### src/lcdseq_pkg.sv
package lcdseq_pkg;

  // Command codes carried in the mode field.
  localparam logic [1:0] MODE_INIT = 2'd0;
  localparam logic [1:0] MODE_FREQ = 2'd1;
  localparam logic [1:0] MODE_RES  = 2'd2;

  localparam int unsigned VALUE_W = 20;
  localparam int unsigned REM_W   = 14;
  localparam logic [REM_W-1:0] VALUE_MAX = 14'd9999;

  localparam logic [7:0] ADDR_LINE0 = 8'h80;
  localparam logic [7:0] ADDR_LINE1 = 8'hC0;
  localparam logic [7:0] CHAR_SPACE = 8'h20;
  localparam logic [7:0] CHAR_ZERO  = 8'h30;

  localparam logic [3:0] WAIT_BASE  = 4'd2;
  localparam logic [3:0] WAIT_RESET = 4'd12;

  // Reset nibbles are 0x3, 0x3, 0x3, 0x2.
  localparam logic [3:0] NIB_WAKE  = 4'h3;
  localparam logic [3:0] NIB_4BIT  = 4'h2;
  localparam int unsigned WAKE_NIBS = 4;

  localparam logic [4:0] LAST_NIB_INIT = 5'd11;
  localparam logic [4:0] LAST_NIB_DISP = 5'd17;

  localparam logic [3:0][7:0] INIT_CMDS = {8'h01, 8'h06, 8'h0C, 8'h28};

  // One display command as handed from the front to the back.
  typedef struct packed {
    logic [1:0]      mode;
    logic [3:0][7:0] digits;  // digits[0] is the thousands character
  } cmd_t;

  // Fixed characters of the text line; pos 0..1 prefix, 6..7 suffix.
  function automatic logic [7:0] fixed_char(input logic [1:0] mode, input logic [2:0] pos);
    logic [7:0] ch;
    ch = CHAR_SPACE;
    case (pos)
      3'd0:    ch = (mode == MODE_FREQ) ? 8'h46 : 8'h52;
      3'd1:    ch = 8'h3A;
      3'd6:    ch = (mode == MODE_FREQ) ? 8'h48 : 8'h4F;
      3'd7:    ch = (mode == MODE_FREQ) ? 8'h7A : 8'h68;
      default: ch = CHAR_SPACE;
    endcase
    return ch;
  endfunction

endpackage

### src/lcdseq_if.sv
interface lcdseq_in_if;
  logic        valid;
  logic        ready;
  logic [1:0]  mode;
  logic [19:0] value;

  modport source (output valid, output mode, output value, input ready);
  modport sink   (input valid, input mode, input value, output ready);
endinterface

interface lcdseq_out_if;
  logic       valid;
  logic       ready;
  logic [7:0] shift_word;
  logic [3:0] wait_ms;
  logic       last;

  modport source (output valid, output shift_word, output wait_ms, output last, input ready);
  modport sink   (input valid, input shift_word, input wait_ms, input last, output ready);
endinterface

### src/lcdseq_front.sv
module lcdseq_front (
  input  logic                         clk,
  input  logic                         rst_n,
  input  logic                         in_valid,
  output logic                         in_ready,
  input  logic [1:0]                   in_mode,
  input  logic [lcdseq_pkg::VALUE_W-1:0] in_value,
  output logic                         push,
  output lcdseq_pkg::cmd_t             push_data,
  input  logic                         full
);

  typedef enum logic [1:0] {F_IDLE, F_CONV, F_PUSH} fstate_t;

  fstate_t                         state_r;
  logic [1:0]                      cnt_r;
  logic [lcdseq_pkg::REM_W-1:0]    rem_r;
  logic                            seen_r;
  lcdseq_pkg::cmd_t                cmd_r;

  logic [lcdseq_pkg::REM_W-1:0]    div_c;
  logic [3:0]                      digit_c;
  logic                            seen_c;
  logic [lcdseq_pkg::REM_W-1:0]    sat_c;
  logic                            accept;

  always_comb begin
    case (cnt_r)
      2'd0:    div_c = 14'd1000;
      2'd1:    div_c = 14'd100;
      2'd2:    div_c = 14'd10;
      default: div_c = 14'd1;
    endcase
    // Largest k with k*div <= remainder; the compares are independent.
    digit_c = 4'd0;
    for (int k = 1; k < 10; k++) begin
      if (18'(rem_r) >= 18'(k) * 18'(div_c)) begin
        digit_c = 4'(k);
      end
    end
    seen_c = seen_r || (digit_c != 4'd0) || (cnt_r == 2'd3);
    sat_c  = (in_value > 20'(lcdseq_pkg::VALUE_MAX)) ? lcdseq_pkg::VALUE_MAX
                                                     : in_value[lcdseq_pkg::REM_W-1:0];
  end

  assign push      = (state_r == F_PUSH) && !full;
  assign push_data = cmd_r;
  assign in_ready  = (state_r == F_IDLE) || push;
  assign accept    = in_valid && in_ready;

  always_ff @(posedge clk) begin
    if (!rst_n) begin
      state_r <= F_IDLE;
      cnt_r   <= 2'd0;
      seen_r  <= 1'b0;
    end else begin
      case (state_r)
        F_CONV: begin
          rem_r                <= rem_r - 14'(18'(digit_c) * 18'(div_c));
          seen_r               <= seen_c;
          cmd_r.digits[cnt_r]  <= seen_c ? (lcdseq_pkg::CHAR_ZERO + 8'(digit_c))
                                         : lcdseq_pkg::CHAR_SPACE;
          cnt_r                <= cnt_r + 2'd1;
          if (cnt_r == 2'd3) begin
            state_r <= F_PUSH;
          end
        end
        F_PUSH: begin
          // A beat taken in the same cycle sets the next state below.
          if (push && !accept) begin
            state_r <= F_IDLE;
          end
        end
        default: ;
      endcase
      // Unused mode 3 is taken and dropped.
      if (accept) begin
        if (in_mode == lcdseq_pkg::MODE_INIT || in_mode == lcdseq_pkg::MODE_FREQ ||
            in_mode == lcdseq_pkg::MODE_RES) begin
          state_r    <= F_CONV;
          cmd_r.mode <= in_mode;
          rem_r      <= sat_c;
          cnt_r      <= 2'd0;
          seen_r     <= 1'b0;
        end else begin
          state_r <= F_IDLE;
        end
      end
    end
  end

endmodule

### src/lcdseq_fifo.sv
module lcdseq_fifo #(
  parameter int unsigned DEPTH = 2
) (
  input  logic             clk,
  input  logic             rst_n,
  input  logic             push,
  input  lcdseq_pkg::cmd_t push_data,
  output logic             full,
  input  logic             pop,
  output logic             valid,
  output lcdseq_pkg::cmd_t pop_data
);

  localparam int unsigned PTR_W = (DEPTH > 1) ? $clog2(DEPTH) : 1;
  localparam int unsigned CNT_W = $clog2(DEPTH + 1);
  localparam logic [PTR_W-1:0] PTR_LAST = PTR_W'(DEPTH - 1);

  lcdseq_pkg::cmd_t mem_r [DEPTH];
  logic [PTR_W-1:0] wr_ptr_r;
  logic [PTR_W-1:0] rd_ptr_r;
  logic [CNT_W-1:0] count_r;
  logic             do_push;
  logic             do_pop;

  assign full     = (count_r == CNT_W'(DEPTH));
  assign valid    = (count_r != '0);
  assign pop_data = mem_r[rd_ptr_r];
  assign do_push  = push && !full;
  assign do_pop   = pop && valid;

  always_ff @(posedge clk) begin
    if (!rst_n) begin
      wr_ptr_r <= '0;
      rd_ptr_r <= '0;
      count_r  <= '0;
    end else begin
      if (do_push) begin
        mem_r[wr_ptr_r] <= push_data;
        wr_ptr_r        <= (wr_ptr_r == PTR_LAST) ? '0 : wr_ptr_r + 1'b1;
      end
      if (do_pop) begin
        rd_ptr_r <= (rd_ptr_r == PTR_LAST) ? '0 : rd_ptr_r + 1'b1;
      end
      if (do_push && !do_pop) begin
        count_r <= count_r + 1'b1;
      end else if (do_pop && !do_push) begin
        count_r <= count_r - 1'b1;
      end
    end
  end

endmodule

### src/lcdseq_back.sv
module lcdseq_back (
  input  logic             clk,
  input  logic             rst_n,
  input  logic             q_valid,
  input  lcdseq_pkg::cmd_t q_data,
  output logic             q_pop,
  output logic             out_valid,
  input  logic             out_ready,
  output logic [7:0]       out_shift_word,
  output logic [3:0]       out_wait_ms,
  output logic             out_last
);

  logic             busy_r;
  lcdseq_pkg::cmd_t cmd_r;
  logic [4:0]       nib_r;
  logic [1:0]       ph_r;
  logic             out_valid_r;
  logic [7:0]       word_r;
  logic [3:0]       wait_r;
  logic             last_r;

  logic             fire;
  logic             is_init;
  logic [4:0]       k_c;
  logic [3:0]       bidx_c;
  logic [2:0]       tidx_c;
  logic [7:0]       byte_c;
  logic [3:0]       nibble_c;
  logic             rs_c;
  logic             tail_c;
  logic             last_c;

  assign fire    = busy_r && (!out_valid_r || out_ready);
  assign q_pop   = !busy_r && q_valid;
  assign is_init = (cmd_r.mode == lcdseq_pkg::MODE_INIT);
  assign tail_c  = (ph_r == 2'd2);

  always_comb begin
    k_c    = nib_r - 5'(lcdseq_pkg::WAKE_NIBS);
    bidx_c = nib_r[4:1];
    tidx_c = 3'(bidx_c - 4'd1);
    byte_c = 8'h00;
    rs_c   = 1'b0;
    if (is_init) begin
      byte_c = lcdseq_pkg::INIT_CMDS[k_c[2:1]];
    end else if (bidx_c == 4'd0) begin
      byte_c = (cmd_r.mode == lcdseq_pkg::MODE_FREQ) ? lcdseq_pkg::ADDR_LINE0
                                                     : lcdseq_pkg::ADDR_LINE1;
    end else begin
      rs_c = 1'b1;
      if (tidx_c >= 3'd2 && tidx_c <= 3'd5) begin
        byte_c = cmd_r.digits[2'(tidx_c - 3'd2)];
      end else begin
        byte_c = lcdseq_pkg::fixed_char(cmd_r.mode, tidx_c);
      end
    end
    // Each byte is sent high nibble first, counted from the start of its byte run.
    if (is_init) begin
      if (nib_r < 5'(lcdseq_pkg::WAKE_NIBS)) begin
        nibble_c = (nib_r == 5'd3) ? lcdseq_pkg::NIB_4BIT : lcdseq_pkg::NIB_WAKE;
      end else begin
        nibble_c = k_c[0] ? byte_c[3:0] : byte_c[7:4];
      end
    end else begin
      nibble_c = nib_r[0] ? byte_c[3:0] : byte_c[7:4];
    end
    last_c = tail_c && (nib_r == (is_init ? lcdseq_pkg::LAST_NIB_INIT
                                          : lcdseq_pkg::LAST_NIB_DISP));
  end

  always_ff @(posedge clk) begin
    if (!rst_n) begin
      busy_r      <= 1'b0;
      out_valid_r <= 1'b0;
      nib_r       <= 5'd0;
      ph_r        <= 2'd0;
    end else begin
      if (q_pop) begin
        busy_r <= 1'b1;
        cmd_r  <= q_data;
        nib_r  <= 5'd0;
        ph_r   <= 2'd0;
      end
      if (fire) begin
        out_valid_r <= 1'b1;
        word_r      <= {ph_r == 2'd1, rs_c, 2'b00, nibble_c};
        wait_r      <= (is_init && tail_c && nib_r < 5'd2) ? lcdseq_pkg::WAIT_RESET
                                                           : lcdseq_pkg::WAIT_BASE;
        last_r      <= last_c;
        if (tail_c) begin
          ph_r  <= 2'd0;
          nib_r <= nib_r + 5'd1;
        end else begin
          ph_r <= ph_r + 2'd1;
        end
        if (last_c) begin
          busy_r <= 1'b0;
        end
      end else if (out_ready) begin
        out_valid_r <= 1'b0;
      end
    end
  end

  assign out_valid      = out_valid_r;
  assign out_shift_word = word_r;
  assign out_wait_ms    = wait_r;
  assign out_last       = last_r;

endmodule

### src/char_lcd_nibble_sequencer.sv
// Character LCD nibble sequencer: each input beat is one command (mode 0
// initializes the display, mode 1 writes the frequency line "F:ddddHz" on
// line 0, mode 2 writes the resistance line "R:ddddOh" on line 1; mode 3
// is taken and dropped) and yields a run of output beats, one per shift
// register word, with last set on the final word. An init run is 36 beats,
// a display run is 54 beats, and the output side produces one beat per
// clock while it is not stalled, and pauses between runs while the
// next command is pulled from the queue. The front end takes a command
// apart into four decimal characters, one digit per cycle, and then hands
// it to the queue; this overlaps the back end's run, so sustained
// throughput is set by the word sequencer. Values above 9999 show as 9999,
// and leading zeros are shown as spaces.
module char_lcd_nibble_sequencer #(
  parameter int unsigned QUEUE_DEPTH = 2
) (
  input logic               clk,
  input logic               rst_n,
  lcdseq_in_if.sink         in_ch,
  lcdseq_out_if.source      out_ch
);

  // Command queue between the digit converter and the word sequencer.
  logic             q_push;
  logic             q_full;
  logic             q_pop;
  logic             q_valid;
  lcdseq_pkg::cmd_t q_wr_data;
  lcdseq_pkg::cmd_t q_rd_data;

  // The front end saturates the value and converts it to characters.
  lcdseq_front u_front (
    .clk       (clk),
    .rst_n     (rst_n),
    .in_valid  (in_ch.valid),
    .in_ready  (in_ch.ready),
    .in_mode   (in_ch.mode),
    .in_value  (in_ch.value),
    .push      (q_push),
    .push_data (q_wr_data),
    .full      (q_full)
  );

  lcdseq_fifo #(
    .DEPTH (QUEUE_DEPTH)
  ) u_fifo (
    .clk       (clk),
    .rst_n     (rst_n),
    .push      (q_push),
    .push_data (q_wr_data),
    .full      (q_full),
    .pop       (q_pop),
    .valid     (q_valid),
    .pop_data  (q_rd_data)
  );

  // The back end walks nibbles and the three enable phases of each nibble,
  // and holds the current word in an output register.
  lcdseq_back u_back (
    .clk            (clk),
    .rst_n          (rst_n),
    .q_valid        (q_valid),
    .q_data         (q_rd_data),
    .q_pop          (q_pop),
    .out_valid      (out_ch.valid),
    .out_ready      (out_ch.ready),
    .out_shift_word (out_ch.shift_word),
    .out_wait_ms    (out_ch.wait_ms),
    .out_last       (out_ch.last)
  );

endmodule

### src/flat_wrapper.sv
// flat-port wrapper written by rule: the top's interface ports become plain ports
module char_lcd_nibble_sequencer_flat 
#(
  parameter int unsigned QUEUE_DEPTH = 2
)
  (clk, rst_n, in_ch_valid, in_ch_mode, in_ch_value, in_ch_ready, out_ch_valid, out_ch_shift_word, out_ch_wait_ms, out_ch_last, out_ch_ready);
  lcdseq_in_if in_ch_i ();
  lcdseq_out_if out_ch_i ();
  input logic clk;
  input logic rst_n;
  input wire logic [$bits(in_ch_i.valid)-1:0] in_ch_valid;
  input wire logic [$bits(in_ch_i.mode)-1:0] in_ch_mode;
  input wire logic [$bits(in_ch_i.value)-1:0] in_ch_value;
  output wire logic [$bits(in_ch_i.ready)-1:0] in_ch_ready;
  output wire logic [$bits(out_ch_i.valid)-1:0] out_ch_valid;
  output wire logic [$bits(out_ch_i.shift_word)-1:0] out_ch_shift_word;
  output wire logic [$bits(out_ch_i.wait_ms)-1:0] out_ch_wait_ms;
  output wire logic [$bits(out_ch_i.last)-1:0] out_ch_last;
  input wire logic [$bits(out_ch_i.ready)-1:0] out_ch_ready;
  assign in_ch_i.valid = in_ch_valid;
  assign in_ch_i.mode = in_ch_mode;
  assign in_ch_i.value = in_ch_value;
  assign in_ch_ready = in_ch_i.ready;
  assign out_ch_valid = out_ch_i.valid;
  assign out_ch_shift_word = out_ch_i.shift_word;
  assign out_ch_wait_ms = out_ch_i.wait_ms;
  assign out_ch_last = out_ch_i.last;
  assign out_ch_i.ready = out_ch_ready;
  char_lcd_nibble_sequencer #(.QUEUE_DEPTH(QUEUE_DEPTH)) u_core (.clk(clk), .rst_n(rst_n), .in_ch(in_ch_i), .out_ch(out_ch_i));
endmodule
### config.mk
export PLATFORM = sky130hd
export DESIGN_NAME = char_lcd_nibble_sequencer_flat
export DESIGN_NICKNAME = d
export VERILOG_FILES = /design/src/lcdseq_pkg.sv /design/src/lcdseq_if.sv /design/src/lcdseq_front.sv /design/src/lcdseq_fifo.sv /design/src/lcdseq_back.sv /design/src/char_lcd_nibble_sequencer.sv /design/src/flat_wrapper.sv
export SDC_FILE = /design/constraint.sdc
export NUM_CORES = 1
export LEC_CHECK = 0
export ABC_AREA = 1
export BUFFER_PORTS_ARGS = -buffer_cell sky130_fd_sc_hd__buf_2
export CAP_MARGIN = 10
export CORE_MARGIN = 8
export CORE_UTILIZATION = 58
export CTS_BUF_LIST = sky130_fd_sc_hd__clkbuf_4
export DETAILED_ROUTE_END_ITERATION = 10
export PLACE_DENSITY = 0.89
export SLEW_MARGIN = 20
export SYNTH_ARGS = -nofsm -noshare
export SYNTH_HDL_FRONTEND = slang
export SYNTH_SLANG_ARGS = --single-unit
### constraint.sdc
create_clock -name clk -period 6.5 [get_ports clk]
set_input_delay 1.625 -clock clk [delete_from_list [all_inputs] [get_ports clk]]
set_output_delay 1.625 -clock clk [all_outputs]
set_load 0.005 [all_outputs]
# [Word-level counts from Yosys, hierarchy flattened]
# Memories as Yosys holds them, arrays and structs flattened. A register that Yosys moved wholly into a read port is not among the register bits.
# Cells that the tools add are included.
[word_totals] register_bits=77 ram_bits=68 in_bits=26 output_inout_bits=15 elab_cells=185 n_memories=1
[classes] addsub=12 n_mul=6 magnitude_cmp=18 n_eq_ne=18 mux=67 n_reduce_logical=43
[memory_table] memory="u_core.u_fifo.mem_r" words=2 word_bits=34 read_ports=1 rd_clocked_by_memory_dff=1 wr=1 line="lcdseq_fifo.sv:18" text="lcdseq_pkg::cmd_t mem_r [DEPTH];"
[op_table] op="greater-or-equal comparator 14 x 17 -> 1 bit" count=4
[op_table] op="two-way mux 14 bit" count=4
[op_table] op="two-way mux 4 bit" count=13
[op_table] op="two-way mux 8 bit" count=6
[op_table] op="multiplier 3 x 14 -> 17 bit (first input constant)" count=2
[op_table] op="binary-select mux 8 bit (select 2 bit)" count=2
[op_table] op="bitwise mux 32 bit" count=1
[op_table] op="greater-or-equal comparator 14 x 16 -> 1 bit" count=2
[op_table] op="multiplier 2 x 14 -> 16 bit (first input constant)" count=2
[op_table] op="two-way mux 5 bit" count=6
[op_table] op="case mux 10 bit (3 select lines)" count=1
[op_table] op="case mux 7 bit (4 select lines)" count=1
[op_table] op="two-way mux 2 bit" count=11
[op_table] op="> comparator 20 x 14 -> 1 bit (second input constant)" count=1
[op_table] op="greater-or-equal comparator 14 x 18 -> 1 bit" count=1
[op_table] op="multiplier 4 x 14 -> 18 bit (first input constant)" count=1
[op_table] op="two-way mux 1 bit" count=17
[op_table] op="demux 8 bit (select 2 bit)" count=1
[op_table] op="greater-or-equal comparator 14 x 15 -> 1 bit" count=1
[op_table] op="greater-or-equal comparator 14 bit" count=1
[op_table] op="logical AND 1 bit" count=14
[op_table] op="multiplier 4 x 14 -> 14 bit" count=1
[op_table] op="two-way mux 7 bit" count=2
[op_table] op="subtractor 14 bit" count=1
[op_table] op="other kinds (34)" count=68

# [Longest topological paths before layout]
# Gate-level depths: netlist (run 1).
[depth] ltp_word=18 depth_mapped=42

# [Cells and area by module]
# A second synthesis (run 1) with hierarchy kept.
[unflattened] hier_cells=1135 area_unflattened_um2=10930.5
[by_module_without_submodules] module="lcdseq_front" instances=1 cells_each=730 area_each_um2=5512.8 seq_area_each_um2=1181.1
[by_module_without_submodules] module="lcdseq_fifo" instances=1 cells_each=145 area_each_um2=2859.0 seq_area_each_um2=2142.1
[by_module_without_submodules] module="lcdseq_back" instances=1 cells_each=260 area_each_um2=2558.7 seq_area_each_um2=1471.4

# [Worst setup path after synthesis (run 1)]
# OpenSTA, ideal clock, no wires.
[synth_path] path_kind="reg2reg" start="register u_core.u_front.cnt_r[1]" end="register u_core.u_front.rem_r[13] (netlist name) (data pin)" setup_time_ps=256 t_arrival_ps=6070 t_required_ps=6244 slack_ps=174 path_stages_with_launch=37 n_path_buf=1 path_cell_list="dfxtp_1 > inv_1 > ha_1 > buf_6 > nor2_4 > xor2_1 > xor2_1 > xnor2_1 > ha_1 > nand2_1 > nor2_1 > a211oi_1 > o221ai_1 > nand2_1 > nand4_1 > nor2_2 > nand2_2 > nand2_2 > nor2_1 > ha_1 > inv_1 > fa_1 > inv_1 > fa_1 > inv_1 > ha_1 > a21oi_1 > o21a_1 > o21ai_1 > nand2_1 > inv_1 > or2_2 > a21oi_2 > o31ai_1 > or2_1 > nand3_1 > a21oi_1"
[synth_between] elab_chain_cells=17
[synth_lines] item="start: declaration" line="lcdseq_front.sv:16" text="logic [1:0] cnt_r;"
[synth_lines] item="start signal: assignment" line="lcdseq_front.sv:63" text="cnt_r <= cnt_r + 2'd1;"
[synth_lines] item="== test 2 bit, or another cell as far along" line="lcdseq_front.sv:28" text="case (cnt_r)"
[synth_lines] item="case mux 10 bit (3 select lines) *" line="lcdseq_front.sv:28"
[synth_lines] item="branches (longest 10 deep; another with multiplier 2 x 14 -> 16 bit)"
[synth_lines] item="multiplier 4 x 14 -> 14 bit *" line="lcdseq_front.sv:59" text="rem_r <= rem_r - 14'(18'(digit_c) * 18'(div_c));"
[synth_lines] item="subtractor 14 bit *" line="lcdseq_front.sv:59"
[synth_lines] item="two-way mux 14 bit *" line="lcdseq_front.sv:57" text="case (state_r)"
[synth_lines] item="two-way mux 14 bit" line="lcdseq_front.sv:78" text="if (in_mode == lcdseq_pkg::MODE_INIT || in_mode == lcdseq_pkg::MODE_FREQ ||"
[synth_lines] item="two-way mux 14 bit *" line="lcdseq_front.sv:77" text="if (accept) begin"
[synth_lines] item="end signal: assignment" line="lcdseq_front.sv:59"
[synth_lines] item="end signal: assignment" line="lcdseq_front.sv:82" text="rem_r <= sat_c;"
[synth_lines] item="end: declaration" line="lcdseq_front.sv:17" text="logic [lcdseq_pkg::REM_W-1:0] rem_r;"
# Mark *: on every way between the ends.
# A chain may end at the register's enable or synchronous reset.

# [Worst setup path in the final report (run 1)]
[layout_path] start="register u_core.u_front.cnt_r[1]" end="register u_core.u_front.rem_r[11] (netlist name) (data pin)"
# Same word-level chain as after synthesis.

==> results of run 1 <==
## state kept, by name (all words and copies together) (netlist names)
| name | count |
|---|---|
| u_core.u_fifo.mem_r | 44 |
| u_core.u_back.out_shift_word | 6 |
| u_core.u_fifo.count_r | 2 |
| u_core.u_fifo.rd_ptr_r | 1 |
| u_core.u_back.out_wait_ms | 2 |
| u_core.u_back.busy_r | 1 |
| u_core.u_back.ph_r | 2 |
| u_core.u_back.nib_r | 5 |
| u_core.u_front.state_r | 2 |
| u_core.u_front.seen_r | 1 |
| u_core.u_front.push_data | 22 |
| u_core.u_back.out_last | 1 |
| u_core.u_back.out_valid | 1 |
| u_core.u_back.cmd_r | 22 |
| u_core.u_front.rem_r | 14 |
| u_core.u_front.cnt_r | 2 |
| u_core.u_fifo.wr_ptr_r | 1 |
## routing by layer
metal	track usage [%]	wire length, µm	share of wire (%)	up-vias
met5	0	0	0	-
met4	11.1	1030	4.5	0
met3	4.46	1910	8.4	97
met2	39.5	11100	49	363
met1	26.8	8760	38	3590
li1	-	-	-	3747
## cells by family (layout without fill, tap and decap cells)
| kind of cell | count (synthesis) | after routing |
|---|---|---|
| other | 1 | 3 |
| adder cells (fa/ha/maj) | 128 | 128 |
| XOR/XNOR | 11 | 11 |
| AND/OR/NAND/NOR | 431 | 431 |
| flip-flops | 129 | 129 |
| buffers and inverters | 194 | 266 |
| AO/OA/AOI/OAI | 179 | 179 |
## timing repair
action / CTS / global route
resized for setup: 5 / 34
setup buffers: 0 / 8
hold buffers: 0 / 0
setup endpoints to repair: 3 / 6
pin swaps: 1 / 5
## worst min path at each step
stage                                            start                          to  slack, ns  cells after the start
final                     u_core.u_front.push_data[17]  u_core.u_fifo.mem_r[0][17]       0.46                      0
after detailed placement  u_core.u_front.push_data[27]  u_core.u_fifo.mem_r[0][27]       0.43                      0
after CTS                 u_core.u_front.push_data[19]  u_core.u_fifo.mem_r[0][19]       0.46                      0
after global placement    u_core.u_front.push_data[32]  u_core.u_fifo.mem_r[1][32]       0.42                      0
after global routing      u_core.u_front.push_data[19]  u_core.u_fifo.mem_r[0][19]       0.45                      0
after floorplan            u_core.u_front.push_data[0]   u_core.u_fifo.mem_r[0][0]       0.42                      0
## Yosys cell counts (2+ instances only)
cell | instances | area share, %
o22ai_1 | 4 | 0.27
a21boi_0 | 2 | 0.16
nand2_2 | 6 | 0.40
nand3b_1 | 2 | 0.16
edfxtp_1 | 111 | 36
nor2_2 | 5 | 0.34
xor2_1 | 7 | 0.66
nor3_1 | 16 | 0.86
ha_1 | 104 | 14
nand3_2 | 2 | 0.22
nand2_1 | 231 | 9.3
nor4_1 | 7 | 0.47
o41ai_1 | 2 | 0.19
a31oi_1 | 7 | 0.47
dfxtp_1 | 18 | 3.9
clkbuf_1 | 13 | 0.53
o21bai_1 | 3 | 0.24
or2_2 | 2 | 0.13
o21a_1 | 2 | 0.16
a21oi_1 | 75 | 4.0
o221ai_1 | 3 | 0.28
xnor2_1 | 4 | 0.38
fa_1 | 24 | 5.2
buf_6 | 2 | 0.24
nand4_1 | 19 | 1.3
a21oi_2 | 2 | 0.19
nor2_4 | 4 | 0.49
a22oi_1 | 3 | 0.24
nor2_1 | 91 | 3.7
inv_2 | 5 | 0.20
o21ai_2 | 2 | 0.19
o31ai_1 | 4 | 0.32
buf_4 | 4 | 0.32
o21ai_0 | 43 | 2.3
a2111oi_2 | 2 | 0.32
a211oi_1 | 8 | 0.65
o21ai_1 | 3 | 0.16
o211ai_1 | 5 | 0.40
inv_1 | 168 | 6.8
o311ai_0 | 2 | 0.19
nand2_4 | 2 | 0.24
nand3_1 | 39 | 2.1
## layout make-up
cell class                 instances  area (µm²)
clock inverter                    15         108
inverter                         173         658
tap                              216         270
multi-input combinational        752        4980
timing repair buffer              61         369
clock buffer                      17         128
fill                            1224        5560
sequential                       129        3700
## per-stage QoR
step	setup TNS (ns)	setup WS, ns	cells
after CTS	0	0.00103	1355
final	0	0.223	1363
after global placement	0	0.214	1323
after detailed placement	-0.182	-0.0968	1323
after floorplan	0	0.174	1075
after global routing	-0.539	-0.196	1363
==> metrics, run 1 <==
status completed; fmax 159 MHz; Fin Hold WS 0.461 ns; FF+latch count, synth 129; Max-cap violations 0; setup violators final 0; Synth Flop Type edfxtp_1; GRT Residual Overflow 0; cts bufs inserted 17; min Tclk post-route 6.28 ns; most common cell after layout, fill and taps aside nand2_1; Post-synth EDFFs 111; WL final 22.8 mm; Critical Path End Type flip-flop; mux share of post-synthesis cell area 0%; mean routed wirelength per cell 16.7 µm; IO buf count 37; most frequent CP cell inv_1; placed inst area 0.00976 mm²; reg-to-reg slack, setup 0.22 ns; post-synthesis compound-gate area fraction 11.5%; critical path class flip-flop to flip-flop; CP max FO 8; Area Overhead vs Synth 10.0%; cell family with most CP delay adder cells; Worst Setup EP u_core.u_front.rem_r[11]; clock slew at reported path FFs 0.14 ns; Hold Vio Cnt, Final 0; initial antenna violation count 0; gpl congestion 1.03; residual DRC count 0; chip height 142 µm; startpoint types flip-flop; Worst Path Arrival 6.53 ns; Via Count 7,797; Starting DRT DRC Count 704; R2R depth 36; RSZ-0062 raised after global routing true; Synth Area in Adders 19.2%; core area 0.0158 mm²; largest family of logic cells by synthesized area simple AND/OR/NAND/NOR gates; Rows 46; Worst Setup SP u_core.u_front.cnt_r[1]; Synth Cell Area 0.00928 mm²; Tightest Pin Transition 0.764 ns; post-route ant nets 0; sequential area share after synthesis 39.8%; vias in the first global route 7,619; CTS max path bufs 2; synthesized area per cell 8.65 µm²; Yosys warning total 0; Tcrit/Tclk final 96.6%; Fin Clk Skew 0.0290 ns; clock root buffer clkbuf_4; Clk Latency, worst-skew pair 0.53 ns; R2R Path End u_core.u_front.rem_r[11]; post-route cell area 0.0102 mm²; Crit. path cell count 36; Synth Area in Simple Gates 20.2%; CTS sink count 129; effective utilization at floorplan 58.8%; DRT Pass-1 Iters 5; largest net degree at the start of global routing 26; first-pass GRT wire length 36.8 mm; R2R Path Start u_core.u_front.cnt_r[1]; ant diodes 0; H-tree depth 4; Die Width 142 µm; # nets final 1,288; Final Max Tran Viols 0; most frequent cells in the layout 230 x nand2_1, 162 x inv_1, 111 x edfxtp_1; total track usage 22.9%; Min-Delay Path Class flip-flop to flip-flop; CP peak stage delay 0.53 ns; Crit path required time 6.75 ns; Buf+Inv Stages, Crit Path 8; post-synthesis cell type count 57; Mapped Cells 1,073; area of the die 0.0203 mm²; Post-synth ARST share 0%; Post-Synth XOR/XNOR Area 1.04%; Finished Core Util 64.7%; CTS tree built; Ports 41; Rel. slew slack 49.0%; drt via density 5.72; dpl hpwl 17.2 mm; critical path's slowest cell fa_1; layout cell share with drive strength beyond 1 13.4%
Power of run 1 is not shown: default switching activity piles up to over one toggle a cycle in this logic, so the estimate is an artifact.
==> inputs of run 2 (changes only) <==
- CORE_MARGIN: 8 -> 10
==> metrics, run 2 (synthesis gave the netlist of run 1 again) <==
status finished, violations left (was completed); failing checks setup timing; most frequent cells in the layout 226 x nand2_1, 156 x inv_1, 111 x edfxtp_1 (was 230 x nand2_1, 162 x inv_1, 111 x edfxtp_1); startpoint types flip-flop (unchanged); reg-to-reg slack, setup -0.02 ns (was 0.22 ns); drt via density 5.86 (was 5.72); DRT Pass-1 Iters 5 (unchanged); most common cell after layout, fill and taps aside nand2_1 (unchanged); effective utilization at floorplan 58.8% (unchanged); GRT Residual Overflow 0 (unchanged); multi-input logic area 0.00512 mm² (was 0.00498 mm²); Fin Clk Skew 0.0255 ns (was 0.0290 ns); cts bufs inserted 17 (unchanged); core area 0.0158 mm² (unchanged); CTS tree built (unchanged); vias in the first global route 7,551 (was 7,619); filler cell count in the final layout 1,195 (was 1,224); largest net degree at the start of global routing 26 (unchanged); clock root buffer clkbuf_4 (unchanged); CTS max path bufs 2 (unchanged); Top reg by flops u_core.u_fifo.mem_r (unchanged); Buf+Inv Stages, Crit Path 5 (was 8); Min-Delay Path Class flip-flop to flip-flop (unchanged); clock slew at reported path FFs 0.13 ns (was 0.14 ns); H-tree depth 4 (unchanged); dpl hpwl 17.5 mm (was 17.2 mm); CP max FO 10 (was 8); mean routed wirelength per cell 17.9 µm (was 16.7 µm); chip height 146 µm (was 142 µm); layout cell share with drive strength beyond 1 16.3% (was 13.4%); Ports 41 (unchanged); Final Max Tran Viols 0 (unchanged); Clk Latency, worst-skew pair 0.53 ns (about the same); Die Width 146 µm (was 142 µm); Rows 46 (unchanged); Starting DRT DRC Count 810 (was 704); setup violators final 1 (was 0); total track usage 21.2% (was 22.9%); fmax 153 MHz (was 159 MHz); RSZ-0062 raised after global routing true (unchanged); Tightest Pin Transition 0.748 ns (was 0.764 ns); Crit path required time 6.78 ns (was 6.75 ns); Storage cell area 0.00370 mm² (about the same); WL final 24.5 mm (was 22.8 mm); area of the die 0.0215 mm² (was 0.0203 mm²); residual DRC count 0 (unchanged); max reg flops 44 (unchanged); Max-cap violations 0 (unchanged); Worst Path Arrival 6.80 ns (was 6.53 ns); Hold Vio Cnt, Final 0 (unchanged); post-route ant nets 0 (unchanged); cell family with most CP delay adder cells (unchanged); CTS sink count 129 (unchanged); post-route cell area 0.0105 mm² (was 0.0102 mm²); Critical Path End Type flip-flop (unchanged); first-pass GRT wire length 37.3 mm (was 36.8 mm); initial antenna violation count 0 (unchanged); CP peak stage delay 0.57 ns (was 0.53 ns); cts hold-fix bufs 0 (unchanged); Via Count 8,028 (was 7,797); Rel. slew slack 50.0% (was 49.0%); gpl congestion 0.997 (was 1.03); IO buf count 37 (unchanged); Final Worst Setup Slack -0.0151 ns (was 0.223 ns); critical path's slowest cell fa_1 (unchanged); placed inst area 0.00976 mm² (unchanged); critical path class flip-flop to flip-flop (unchanged); Area Overhead vs Synth 13.3% (was 10.0%); Finished Core Util 66.7% (was 64.7%); Tcrit/Tclk final 100% (was 96.6%); DP Worst Slack 0.0653 ns (was -0.0968 ns); ant diodes 0 (unchanged); min Tclk post-route 6.52 ns (was 6.28 ns); # nets final 1,294 (was 1,288)
[run 2: cell count changes in the layout (fill, tap and decap cells not counted), sizes merged]
cell | before | now
bufinv | 0 | 5
clkbuf | 17 | 19
buf | 61 | 67
clkinv | 6 | 4
inv | 181 | 173
clkinvlp | 1 | 4
[run 2: metal layers]
layer,part of all wire [%],up-vias,wire length (µm),GRT usage [%]
li1,-,3754,-,-
met1,38,3695,9380,26.0
met2,48,476,11700,36.2
met3,9.8,103,2400,4.36
met4,4.0,0,987,7.21
met5,0,-,0,0
[run 2: what timing repair did]
action,4_1_cts,5_1_grt
pin swaps,0,34
buffers inserted,0,14
setup endpoints to repair,2,7
resized for setup,4,72
[run 2: area by class of cell]
cell class                      instances  area share (%)
Clock buffer                           19            1.36
Clock inverter                         13            1.96
Inverter                              173            6.28
Multi-Input combinational cell        752            48.7
Sequential cell                       129            35.2
Tap cell                              216            2.57
Timing Repair Buffer                   67            3.94
[run 2: final timing paths]
path	from	end	cells after the start
min	u_core.u_front.push_data[24]	u_core.u_fifo.mem_r[1][24]	0
max	u_core.u_front.cnt_r[0]	u_core.u_front.rem_r[13]	28
min reg2reg	u_core.u_front.push_data[24]	u_core.u_fifo.mem_r[1][24]	0
max reg2reg	u_core.u_front.cnt_r[0]	u_core.u_front.rem_r[13]	28
[run 2: stage by stage]
| step | hold slack [ns] | TNS [ns] | std cells |
|---|---|---|---|
| finish | 0.452 | -0.0151 | 1369 |
| global route | 0.426 | -1.33 | 1369 |
| global placement | 0.424 | 0 | 1323 |
| floorplan | 0.421 | 0 | 1075 |
| detailed placement | 0.432 | 0 | 1323 |
| CTS | 0.438 | 0 | 1355 |
[run 2: worst reg2reg max path, delay by kind of cell, from the launching register on]
| kind | cells | cell delay, ns |
|---|---|---|
| flip-flops | 1 | 0.41 |
| AND/OR/NAND/NOR | 10 | 1.58 |
| AO/OA/AOI/OAI | 7 | 1.12 |
| adder cells (fa/ha/maj) | 6 | 2.43 |
| buffers and inverters | 5 | 0.73 |
Power of run 2 is left out for the same reason.
==> inputs of run 3 (changes only) <==
- PLACE_DENSITY: 0.89 -> 0.8
==> metrics, run 3 (synthesis gave the netlist of run 1 again) <==
min Tclk post-route 6.14 ns (was 6.52 ns); placed cell count 1,324 (was 1,323); post-route ant nets 0 (unchanged); WL final 22.8 mm (was 24.5 mm); Tightest Pin Transition 1.09 ns (was 0.748 ns); Clk Latency, worst-skew pair 0.55 ns (was 0.53 ns); fmax 163 MHz (was 153 MHz); max reg flops 44 (unchanged); area of the die 0.0215 mm² (unchanged); Worst Path Arrival 6.46 ns (was 6.80 ns); CTS max path bufs 2 (unchanged); drt via density 5.66 (was 5.86); critical path class flip-flop to flip-flop (unchanged); Critical Path End Type flip-flop (unchanged); CP max FO 8 (was 10); vias in the first global route 7,616 (was 7,551); gpl congestion 1.01 (was 0.997); layout cell share with drive strength beyond 1 12.8% (was 16.3%); Rel. slew slack 27.1% (was 50.0%); status completed (was finished, violations left); startpoint types flip-flop (unchanged); CTS sink count 129 (unchanged); Tcrit/Tclk final 94.5% (was 100%); core area 0.0158 mm² (unchanged); most frequent cells in the layout 230 x nand2_1, 164 x inv_1, 111 x edfxtp_1 (was 226 x nand2_1, 156 x inv_1, 111 x edfxtp_1); Max-cap violations 0 (unchanged); Die Width 146 µm (unchanged); first-pass GRT wire length 36.8 mm (was 37.3 mm); DRT Pass-1 Iters 7 (was 5); Area Overhead vs Synth 10.3% (was 13.3%); total track usage 21.0% (was 21.2%); effective utilization at floorplan 58.8% (unchanged); Final Max Tran Viols 0 (unchanged); clock slew at reported path FFs 0.14 ns (was 0.13 ns); Ports 41 (unchanged); Fin Clk Skew 0.0225 ns (was 0.0255 ns); Min-Delay Path Class flip-flop to flip-flop (unchanged); most common cell after layout, fill and taps aside nand2_1 (unchanged); CP peak stage delay 0.53 ns (was 0.57 ns); # nets final 1,286 (was 1,294); R2R Path Start u_core.u_front.cnt_r[0] (unchanged); fin cells 1,362 (was 1,369); CTS tree built (unchanged); min-delay src u_core.u_front.push_data[25] (was u_core.u_front.push_data[24]); setup violators final 0 (was 1); Rows 46 (unchanged); largest net degree at the start of global routing 26 (unchanged); Worst Setup SP u_core.u_front.cnt_r[0] (unchanged); cts bufs inserted 17 (unchanged); GRT Residual Overflow 0 (unchanged); H-tree depth 4 (unchanged); dpl hpwl 17.3 mm (was 17.5 mm); clock root buffer clkbuf_4 (unchanged); chip height 146 µm (unchanged); residual DRC count 0 (unchanged); IO buf count 37 (unchanged); Crit path required time 6.82 ns (was 6.78 ns); initial antenna violation count 1 (was 0); Hold Vio Cnt, Final 0 (unchanged); critical path's slowest cell fa_1 (unchanged); Top reg by flops u_core.u_fifo.mem_r (unchanged); Via Count 7,710 (was 8,028); Starting DRT DRC Count 646 (was 810); mean routed wirelength per cell 16.7 µm (was 17.9 µm)
## run 3: changes by cell type in the layout (fill, tap and decap cells not counted), sizes merged
cell / change
diode: +1
clkinvlp: -3
inv: +5
buf: -8
clkinv: +4
bufinv: -4
clkbuf: -2
## run 3: area by class of cell
| cell class | instances | area (µm²) |
|---|---|---|
| clock inverter | 15 | 151 |
| fill | 1295 | 5540 |
| timing repair buffer | 59 | 354 |
| multi-input combinational | 752 | 4970 |
| clock buffer | 17 | 128 |
| tap | 216 | 270 |
| inverter | 173 | 656 |
| sequential | 129 | 3700 |
| antenna | 1 | 2.50 |
## run 3: routing by layer
layer / global-route usage (%) / vias up / share of wire [%]
met5: 0 / - / 0
met4: 9.86 / 0 / 4.3
met3: 3.80 / 86 / 6.4
met2: 35.9 / 335 / 48
met1: 25.0 / 3558 / 41
li1: - / 3731 / -
## run 3: final timing paths
kind,depth (start not counted),endpoint,slack (ns)
setup / recovery,34,u_core.u_front.rem_r[13],0.36
hold / removal,0,u_core.u_fifo.mem_r[1][25],0.45
setup reg to reg,34,u_core.u_front.rem_r[13],0.36
hold reg to reg,0,u_core.u_fifo.mem_r[1][25],0.45
## run 3: per-stage QoR
| stage | TNS, ns | hold slack [ns] | setup WS [ns] | util (%) | area [µm²] |
|---|---|---|---|---|---|
| 3_5_place_dp | 0 | 0.433 | 0.110 | 61.9 | 9770 |
| 3_3_place_gp | 0 | 0.425 | 0.329 | 61.9 | 9770 |
| 2_1_floorplan | 0 | 0.421 | 0.174 | - | 9290 |
| 4_1_cts | 0 | 0.450 | 0.0800 | 63.7 | 10000 |
| 5_1_grt | -0.168 | 0.464 | -0.0799 | 64.9 | 10200 |
| 6_report | 0 | 0.448 | 0.360 | 64.9 | 10200 |
## run 3: worst max-delay path, delay by kind of cell, from the launching register on
kind | cells | cell delay, ns
adder cells (fa/ha/maj) | 6 | 2.13
AND/OR/NAND/NOR | 13 | 1.70
buffers and inverters | 8 | 0.93
AO/OA/AOI/OAI | 7 | 0.77
flip-flops | 1 | 0.40
## run 3: what timing repair did
action,4_1_cts,5_1_grt
setup buffers,0,5
hold buffers,0,0
setup endpoints to repair,0,5
gates resized for setup,0,32
Power of run 3 is left out for the same reason.
